### config.mk
export PLATFORM = sky130hd
export DESIGN_NAME = adc_channel_scan_scheduler_flat
export DESIGN_NICKNAME = d
export VERILOG_FILES = /design/src/sv/adcs_pkg.sv /design/src/sv/adcs_in_if.sv /design/src/sv/adcs_out_if.sv /design/src/sv/adcs_cfg_if.sv /design/src/sv/adcs_ram.sv /design/src/sv/adc_channel_scan_scheduler.sv /design/src/flat_wrapper.sv
export SDC_FILE = /design/constraint.sdc
export NUM_CORES = 1
export LEC_CHECK = 0
export BUFFER_PORTS_ARGS = -buffer_cell sky130_fd_sc_hd__buf_2
export CAP_MARGIN = 20
export CORE_MARGIN = 2
export CORE_UTILIZATION = 60
export CTS_BUF_LIST = sky130_fd_sc_hd__clkbuf_8
export CTS_CLUSTER_DIAMETER = 150
export CTS_CLUSTER_SIZE = 30
export DETAILED_ROUTE_END_ITERATION = 8
export HOLD_SLACK_MARGIN = 0.03
export PLACE_DENSITY = 0.81
export SETUP_SLACK_MARGIN = 0.1
export SYNTH_ARGS = -nofsm -noshare
export SYNTH_HDL_FRONTEND = slang
export SYNTH_SLANG_ARGS = --single-unit
### constraint.sdc
create_clock -name clk -period 3.5 [get_ports clk]
set_input_delay 1.05 -clock clk [delete_from_list [all_inputs] [get_ports clk]]
set_output_delay 1.05 -clock clk [all_outputs]
set_load 0.02 [all_outputs]
### src/sv/adcs_pkg.sv
`timescale 1ns / 1ps

package adcs_pkg;

  // scan geometry
  localparam int NUM_SLOTS_DEF = 10;
  localparam int CODE_W        = 5;
  localparam int MAP_SLOTS     = 10;
  localparam int MAP_W         = CODE_W * MAP_SLOTS;

  // field widths
  localparam int REQ_W    = 2;
  localparam int SAMPLE_W = 12;
  localparam int RCH_W    = 8;
  localparam int TIMER_W  = 24;

  // configuration port
  localparam int CFG_IDX_W  = 3;
  localparam int CFG_DATA_W = MAP_W;

  // register reset values
  localparam logic [MAP_W-1:0]   MAP_RST   = '0;
  localparam logic [TIMER_W-1:0] SHORT_RST = 24'd10;
  localparam logic [TIMER_W-1:0] LONG_RST  = 24'd500;
  localparam logic [TIMER_W-1:0] FIRST_RST = 24'd5000;
  localparam logic               BATT_RST  = 1'b1;

  typedef enum logic [REQ_W-1:0] {
    REQ_TICK = 2'd0,
    REQ_DONE = 2'd1,
    REQ_READ = 2'd2
  } req_type_t;

  typedef enum logic [CFG_IDX_W-1:0] {
    CFG_CHANNEL_MAP    = 3'd0,
    CFG_SHORT_INTERVAL = 3'd1,
    CFG_LONG_INTERVAL  = 3'd2,
    CFG_FIRST_DELAY    = 3'd3,
    CFG_BATT_ENABLE    = 3'd4
  } cfg_reg_t;

endpackage

### src/sv/adcs_in_if.sv
`timescale 1ns / 1ps

interface adcs_in_if import adcs_pkg::*; ();
  logic                valid;
  logic                ready;
  logic [REQ_W-1:0]    req_type;
  logic [SAMPLE_W-1:0] sample_value;
  logic [RCH_W-1:0]    read_channel;

  modport source (output valid, req_type, sample_value, read_channel, input ready);
  modport sink   (input valid, req_type, sample_value, read_channel, output ready);
endinterface

### src/sv/adcs_out_if.sv
`timescale 1ns / 1ps

interface adcs_out_if import adcs_pkg::*; ();
  logic                valid;
  logic                ready;
  logic                start_conversion;
  logic [CODE_W-1:0]   conversion_channel;
  logic [SAMPLE_W-1:0] read_data;
  logic                battery_check_drive;

  modport source (output valid, start_conversion, conversion_channel, read_data,
                  battery_check_drive, input ready);
  modport sink   (input valid, start_conversion, conversion_channel, read_data,
                  battery_check_drive, output ready);
endinterface

### src/sv/adcs_cfg_if.sv
`timescale 1ns / 1ps

interface adcs_cfg_if import adcs_pkg::*; ();
  logic                  valid;
  logic                  ready;
  logic [CFG_IDX_W-1:0]  index;
  logic [CFG_DATA_W-1:0] data;

  modport source (output valid, index, data, input ready);
  modport sink   (input valid, index, data, output ready);
endinterface

### src/sv/adcs_ram.sv
`timescale 1ns / 1ps

module adcs_ram #(
  parameter int WIDTH = 12,
  parameter int DEPTH = 10,
  localparam int AW   = (DEPTH > 1) ? $clog2(DEPTH) : 1
) (
  input  logic             clk,
  input  logic             we,
  input  logic [AW-1:0]    waddr,
  input  logic [WIDTH-1:0] wdata,
  input  logic             re,
  input  logic [AW-1:0]    raddr,
  output logic [WIDTH-1:0] rdata
);

  logic [WIDTH-1:0] mem [DEPTH];
  logic [WIDTH-1:0] rdata_r;

  // one write port, one registered read port
  always_ff @(posedge clk) begin
    if (we) begin
      mem[waddr] <= wdata;
    end
    if (re) begin
      rdata_r <= mem[raddr];
    end
  end

  assign rdata = rdata_r;

endmodule

### src/sv/adc_channel_scan_scheduler.sv
`timescale 1ns / 1ps
// channel   dir  handshake             payload
// in_ch     in   valid/ready           req_type, sample_value, read_channel
// out_ch    out  valid/ready           start_conversion, conversion_channel,
//                                      read_data, battery_check_drive
// cfg_ch    in   valid/ready (ready=1) index, data
//
// One word accepted per cycle while in_ch is ready; each gives one result word,
// registered first in the read stage (with the sample store read), then in the output register.
// Scheduler state updates at the accept edge, so no forwarding is needed.
// rst_n is synchronous; store entries are cleared by per-entry valid flags.
// in_ch stalls only when both the read stage and the output register are full
// and out_ch is not ready.

module adc_channel_scan_scheduler import adcs_pkg::*; #(
  parameter int NUM_SLOTS = NUM_SLOTS_DEF
) (
  input logic      clk,
  input logic      rst_n,
  adcs_in_if.sink  in_ch,
  adcs_out_if.source out_ch,
  adcs_cfg_if.sink cfg_ch
);

  localparam int SLOT_W = $clog2(NUM_SLOTS);
  localparam int RCH_N  = 1 << RCH_W;
  localparam logic [SLOT_W-1:0] LAST_SLOT = SLOT_W'(NUM_SLOTS - 1);
  localparam logic [SLOT_W-1:0] SLOT_ZERO = '0;
  localparam logic [SLOT_W-1:0] SLOT_ONE  = SLOT_W'(1);

  // configuration registers
  logic [MAP_W-1:0]   map_r;
  logic [TIMER_W-1:0] short_r;
  logic [TIMER_W-1:0] long_r;
  logic               batt_en_r;

  // scheduler state
  logic [SLOT_W-1:0]  slot_r, slot_nxt;
  logic [TIMER_W-1:0] timer_r, timer_nxt;
  logic               batt_r, batt_nxt;
  logic [NUM_SLOTS-1:0] written_r;

  // read stage
  logic              s1_valid_r;
  logic              s1_start_r, s1_start_nxt;
  logic [CODE_W-1:0] s1_chan_r, s1_chan_nxt;
  logic              s1_rd_r, s1_rd_nxt;
  logic              s1_hit_r;
  logic              s1_batt_r;

  // output register
  logic                out_valid_r;
  logic                out_start_r;
  logic [CODE_W-1:0]   out_chan_r;
  logic [SAMPLE_W-1:0] out_data_r;
  logic                out_batt_r;

  logic                in_acc;
  logic                s1_move;
  logic                ram_we;
  logic                ram_re;
  logic [SLOT_W-1:0]   rd_slot;
  logic [SAMPLE_W-1:0] ram_q;

  logic [SLOT_W-1:0] mod_tbl [RCH_N];
  logic [CODE_W-1:0] slot_code [NUM_SLOTS];

  // read channel to slot, constant table
  for (genvar i = 0; i < RCH_N; i++) begin : g_mod
    assign mod_tbl[i] = SLOT_W'(i % NUM_SLOTS);
  end

  // channel code per slot, slots past the map read code 0
  for (genvar i = 0; i < NUM_SLOTS; i++) begin : g_code
    if (i < MAP_SLOTS) begin : g_in
      assign slot_code[i] = map_r[i*CODE_W +: CODE_W];
    end else begin : g_out
      assign slot_code[i] = '0;
    end
  end

  // handshakes
  assign s1_move      = s1_valid_r && (!out_valid_r || out_ch.ready);
  assign in_ch.ready  = !s1_valid_r || !out_valid_r || out_ch.ready;
  assign in_acc       = in_ch.valid && in_ch.ready;
  assign cfg_ch.ready = 1'b1;
  assign rd_slot      = mod_tbl[in_ch.read_channel];

  // configuration writes; first_delay only matters at reset
  always_ff @(posedge clk) begin
    if (!rst_n) begin
      map_r     <= MAP_RST;
      short_r   <= SHORT_RST;
      long_r    <= LONG_RST;
      batt_en_r <= BATT_RST;
    end else if (cfg_ch.valid) begin
      case (cfg_reg_t'(cfg_ch.index))
        CFG_CHANNEL_MAP:    map_r     <= cfg_ch.data[MAP_W-1:0];
        CFG_SHORT_INTERVAL: short_r   <= cfg_ch.data[TIMER_W-1:0];
        CFG_LONG_INTERVAL:  long_r    <= cfg_ch.data[TIMER_W-1:0];
        CFG_FIRST_DELAY:    ;
        CFG_BATT_ENABLE:    batt_en_r <= cfg_ch.data[0];
        default:            ;
      endcase
    end
  end

  // timer, slot and battery drive update per accepted word
  always_comb begin
    slot_nxt     = slot_r;
    timer_nxt    = timer_r;
    batt_nxt     = batt_r;
    s1_start_nxt = 1'b0;
    s1_chan_nxt  = '0;
    s1_rd_nxt    = 1'b0;
    ram_we       = 1'b0;
    ram_re       = 1'b0;
    if (in_acc) begin
      case (req_type_t'(in_ch.req_type))
        REQ_TICK: begin
          if (timer_r != '0) begin
            timer_nxt = timer_r - TIMER_W'(1);
            if (timer_r == TIMER_W'(1)) begin
              s1_start_nxt = 1'b1;
              s1_chan_nxt  = slot_code[slot_r];
            end
          end
        end
        REQ_DONE: begin
          ram_we = 1'b1;
          if (slot_r == SLOT_ONE) begin
            batt_nxt = 1'b0;
          end
          if (slot_r == LAST_SLOT) begin
            slot_nxt  = '0;
            timer_nxt = long_r;
          end else begin
            slot_nxt  = slot_r + SLOT_W'(1);
            timer_nxt = short_r;
            if (slot_r == SLOT_ZERO && batt_en_r) begin
              batt_nxt = 1'b1;
            end
          end
        end
        REQ_READ: begin
          ram_re    = 1'b1;
          s1_rd_nxt = 1'b1;
        end
        default: ;
      endcase
    end
  end

  always_ff @(posedge clk) begin
    if (!rst_n) begin
      slot_r    <= '0;
      timer_r   <= FIRST_RST;
      batt_r    <= 1'b0;
      written_r <= '0;
    end else begin
      slot_r  <= slot_nxt;
      timer_r <= timer_nxt;
      batt_r  <= batt_nxt;
      if (ram_we) begin
        written_r[slot_r] <= 1'b1;
      end
    end
  end

  // sample store
  adcs_ram #(
    .WIDTH (SAMPLE_W),
    .DEPTH (NUM_SLOTS)
  ) u_store (
    .clk   (clk),
    .we    (ram_we),
    .waddr (slot_r),
    .wdata (in_ch.sample_value),
    .re    (ram_re),
    .raddr (rd_slot),
    .rdata (ram_q)
  );

  // read stage, waits for store data
  always_ff @(posedge clk) begin
    if (!rst_n) begin
      s1_valid_r <= 1'b0;
    end else if (in_acc) begin
      s1_valid_r <= 1'b1;
    end else if (s1_move) begin
      s1_valid_r <= 1'b0;
    end
  end

  always_ff @(posedge clk) begin
    if (in_acc) begin
      s1_start_r <= s1_start_nxt;
      s1_chan_r  <= s1_chan_nxt;
      s1_rd_r    <= s1_rd_nxt;
      s1_hit_r   <= written_r[rd_slot];
      s1_batt_r  <= batt_nxt;
    end
  end

  // output register
  always_ff @(posedge clk) begin
    if (!rst_n) begin
      out_valid_r <= 1'b0;
    end else if (s1_move) begin
      out_valid_r <= 1'b1;
    end else if (out_ch.ready) begin
      out_valid_r <= 1'b0;
    end
  end

  always_ff @(posedge clk) begin
    if (s1_move) begin
      out_start_r <= s1_start_r;
      out_chan_r  <= s1_chan_r;
      out_data_r  <= (s1_rd_r && s1_hit_r) ? ram_q : '0;
      out_batt_r  <= s1_batt_r;
    end
  end

  assign out_ch.valid               = out_valid_r;
  assign out_ch.start_conversion    = out_start_r;
  assign out_ch.conversion_channel  = out_chan_r;
  assign out_ch.read_data           = out_data_r;
  assign out_ch.battery_check_drive = out_batt_r;

endmodule

### src/flat_wrapper.sv
// flat-port wrapper written by rule: the top's interface ports become plain ports
module adc_channel_scan_scheduler_flat import adcs_pkg::*;
#(
  parameter int NUM_SLOTS = NUM_SLOTS_DEF
)
  (clk, rst_n, in_ch_valid, in_ch_req_type, in_ch_sample_value, in_ch_read_channel, in_ch_ready, out_ch_valid, out_ch_start_conversion, out_ch_conversion_channel, out_ch_read_data, out_ch_battery_check_drive, out_ch_ready, cfg_ch_valid, cfg_ch_index, cfg_ch_data, cfg_ch_ready);
  adcs_in_if in_ch_i ();
  adcs_out_if out_ch_i ();
  adcs_cfg_if cfg_ch_i ();
  input logic clk;
  input logic rst_n;
  input wire logic [$bits(in_ch_i.valid)-1:0] in_ch_valid;
  input wire logic [$bits(in_ch_i.req_type)-1:0] in_ch_req_type;
  input wire logic [$bits(in_ch_i.sample_value)-1:0] in_ch_sample_value;
  input wire logic [$bits(in_ch_i.read_channel)-1:0] in_ch_read_channel;
  output wire logic [$bits(in_ch_i.ready)-1:0] in_ch_ready;
  output wire logic [$bits(out_ch_i.valid)-1:0] out_ch_valid;
  output wire logic [$bits(out_ch_i.start_conversion)-1:0] out_ch_start_conversion;
  output wire logic [$bits(out_ch_i.conversion_channel)-1:0] out_ch_conversion_channel;
  output wire logic [$bits(out_ch_i.read_data)-1:0] out_ch_read_data;
  output wire logic [$bits(out_ch_i.battery_check_drive)-1:0] out_ch_battery_check_drive;
  input wire logic [$bits(out_ch_i.ready)-1:0] out_ch_ready;
  input wire logic [$bits(cfg_ch_i.valid)-1:0] cfg_ch_valid;
  input wire logic [$bits(cfg_ch_i.index)-1:0] cfg_ch_index;
  input wire logic [$bits(cfg_ch_i.data)-1:0] cfg_ch_data;
  output wire logic [$bits(cfg_ch_i.ready)-1:0] cfg_ch_ready;
  assign in_ch_i.valid = in_ch_valid;
  assign in_ch_i.req_type = in_ch_req_type;
  assign in_ch_i.sample_value = in_ch_sample_value;
  assign in_ch_i.read_channel = in_ch_read_channel;
  assign in_ch_ready = in_ch_i.ready;
  assign out_ch_valid = out_ch_i.valid;
  assign out_ch_start_conversion = out_ch_i.start_conversion;
  assign out_ch_conversion_channel = out_ch_i.conversion_channel;
  assign out_ch_read_data = out_ch_i.read_data;
  assign out_ch_battery_check_drive = out_ch_i.battery_check_drive;
  assign out_ch_i.ready = out_ch_ready;
  assign cfg_ch_i.valid = cfg_ch_valid;
  assign cfg_ch_i.index = cfg_ch_index;
  assign cfg_ch_i.data = cfg_ch_data;
  assign cfg_ch_ready = cfg_ch_i.ready;
  adc_channel_scan_scheduler #(.NUM_SLOTS(NUM_SLOTS)) u_core (.clk(clk), .rst_n(rst_n), .in_ch(in_ch_i), .out_ch(out_ch_i), .cfg_ch(cfg_ch_i));
endmodule
==> impl_metrics.toml <==
[run_status]
outcome = "complete, no violations"

[min_path]
hp-class = "flop to flop"
hp-start = "u_core.s1_start_r$_SDFFCE_PN0P_"
min_path_cells = 0
hold_end = "u_core.out_ch.start_conversion$_DFFE_PP_"

[sta]
fin_crit_sh_pct = 87.5
skew_ns = 0.0212
relSlewSlack_pct = 48.7
finalHoldViolations = 0
setup_viol = 0
rsz0062_at_grt = "no"
tightest_slew_ns = 0.770
fin_setup_tns_ns = 0
min_period_ns = 3.06
slew_viol_final = 0
fmax_mhz = 326

[pwr]
swShare_pct = 24.3
comb_power_share_pct = 11.4
power_density_nw_per_um2 = 396
p_seq_share_pct = 65.7
power_switching_uw = 1410
irDropWorstVdd_mv = 0.308
clock_power_share_pct = 23.0
p_int_uw = 4400
power_leakage_uw = 0.00525

[final_layout]
areaGrowthSynthToFinish_pct = 8.34
layout_commonest_cell = "nand2_1"
nets = 1441
drive_above_1_share_pct = 16.7
layout_common_cells = "nand2_1, edfxtp_1, dfxtp_1"
fillCellCount = 1737
final_area_um2 = 14700
n_antenna_cell = 0

[global_route]
use_met3_pct = 2.77
grtUsageTotal_pct = 24.7
antenna_found_initial = 0
top_usage_layer = "met2"
grtUsageMet2_pct = 43.5
grt_remaining_overflow = 0
grt_pass1_vias = 9358
grt_max_degree = 66
grt_pass1_wl_um = 47300
grtUsageMet1_pct = 33.3

[drt]
wl_um = 29200
wl_per_cell_um = 17.7
vias = 9591
dr.pass1.iters = 7
dr.first_iter.drc_count = 774
drc_errors = 0
ant_nets = 0
via_per_inst = 5.83

[die]
dieWidth_um = 154
die_h_um = 154
io_pins = 102
die-area_um2 = 23800
initial_core_util_pct = 60.5
core_area_um2 = 22400
core.rowCount = 55

[clocking]
clock_sinks = 300
cts_tree = "done"
clk_latency_ns = 0.55
clk_pin_slew_worst_paths_ns = 0.17
cts_setup_buffers = 0
cts_root_buf = "clkbuf_8"
cts_made_buffers = 13
cts.path.max_buffers = 3
htreeDepth = 1

[placement]
dp_hpwl_um = 19500
port_buffers = 100
gp_congestion = 0.907
dpl-instance-area_um2 = 14500

[setup_path]
critPathArrivalTime_ns = 3.45
timing.critical_path.mode_cell = "buf_4"
cp_num_buf_inv = 4
critPathSlowestCell = "a2111oi_0"
path_delay_family = "compound AO/OA/AOI/OAI gates"
critPathLaunchType = "input port"
r2r-end = "u_core.timer_r[20]$_SDFFE_PN0P_"
required_ns = 3.88
timing.rr.start = "u_core.timer_r[14]$_SDFFE_PN0P_"
slowest_delay_ns = 0.48
crit_fanout = 15
end_kind = "flop"
crit_cells = 11
crit_type = "input port to flop"
reg2reg_depth = 6
reg2reg_slack_ns = 0.80
cp_cell_sequence = "buf_2, inv_1, ha_1, mux2_1, a2111oi_0, o31ai_1, o211a_1, buf_4, nand3b_4, buf_4, o211ai_1"

[synth]
synth_edf_count = 160
ys.flop_type = "edfxtp_1"
syn_avg_cell_area_um2 = 10.6
postSynthCellCount = 1279
ys_async_sr_fraction_pct = 0
ys_types = 73
yosys_warnings = 0
synth_nets = 1366
synth_area_um2 = 13600
synth-seq-cells = 300
synth_seq_area_share_pct = 56.1

[job]
cap_violations = 0
==> power groups by stage <==
stage	sequential (uW)	clock (uW)	combinational, uW
6_report	3820	1340	661
5_1_grt	3830	1480	727
4_1_cts	3820	1360	660
3_5_place_dp	3900	0	657
3_3_place_gp	3890	0	638
2_1_floorplan	3900	0	416
==> metal layers <==
metal	wire [um]	vias to the layer above	share of wire, %
li1	-	4670	-
met1	12400	4570	42
met2	14400	314	50
met3	1800	37	6.2
met4	552	0	1.9
met5	0	-	0
==> stage by stage <==
step                hold WS, ns  power, uW  util [%]  setup WS, ns  instances
floorplan                 0.400       4310         -         0.200       1279
global placement          0.404       4530      64.5        -0.223       1624
detailed placement        0.406       4550      64.5        -0.370       1624
CTS                       0.444       5840      65.5         0.194       1645
global route              0.461       6030      65.5         0.330       1645
finish                    0.441       5820      65.5         0.436       1645
==> worst register-to-register path: cells and delay by family, from the launching register on <==
family / cells / cell delay [ns]
simple gates: 3 / 1.27
flops: 1 / 0.43
compound gates: 3 / 0.92
==> cell usage after synthesis, types with 20 or more instances <==
cell	number	share of area [%]
a211oi_1	22	1.2
a21boi_0	92	5.1
a21oi_1	26	0.96
a22oi_1	20	1.1
clkbuf_1	60	1.7
dfxtp_1	140	21
edfxtp_1	160	35
inv_1	63	1.7
mux2i_1	31	2.3
mux4_2	24	4.0
nand2_1	256	7.1
nand2b_1	43	2.0
nor2_1	44	1.2
nor3_1	25	0.92
o211ai_1	27	1.5
o21ai_0	45	1.7
==> sequential cells by signal (all words and copies together), names as in the netlist, 4 cells and up <==
signal,cells
u_core.out_ch.conversion_channel,5
u_core.short_r,24
u_core.u_store.mem,120
u_core.out_ch.read_data,12
u_core.timer_r,24
u_core.written_r,10
u_core.u_store.rdata,12
u_core.s1_chan_r,5
u_core.long_r,24
u_core.slot_r,4
u_core.map_r,50
==> repair_timing <==
item                                    CTS  global route
endpoints found under the hold margin     0             0
gates resized for setup                   0             1
hold buffers                              0             0
endpoints found under the setup margin    0            12
==> worst max-delay path by stage <==
stage                               start                            endpoint
global placement    in_ch_read_channel[1]   u_core.u_store.rdata[2]$_DFFE_PP_
global route        in_ch_read_channel[1]  u_core.u_store.rdata[11]$_DFFE_PP_
finish              in_ch_read_channel[2]  u_core.u_store.rdata[11]$_DFFE_PP_
detailed placement  in_ch_read_channel[2]   u_core.u_store.rdata[3]$_DFFE_PP_
floorplan                    out_ch_ready            u_core.batt_r$_SDFF_PN0_
CTS                 in_ch_read_channel[2]  u_core.u_store.rdata[11]$_DFFE_PP_
==> cell families (layout without fill, tap and decap cells) <==
family          count (synthesis)  after routing  synth area share [%]
simple gates                  466            466                  16.2
flops                         300            300                  56.1
compound gates                288            288                  15.3
buf+inv                       151            232                  4.67
mux                            62             62                  6.85
fa+ha+maj                       7              7                 0.646
xor+xnor                        4              4                 0.258
other cells                     1              1                0.0276
==> area by class of cell <==
cell class,instances,area (um2),share of cell area (%)
clock buffers,13,179,1.22
clock inverters,8,33.8,0.230
inverters,63,236,1.61
multi-input cells,828,5380,36.6
flip-flops and latches,300,7610,51.8
well taps,285,357,2.43
repair buffers,148,901,6.13
(Power assumes the default switching activity.)
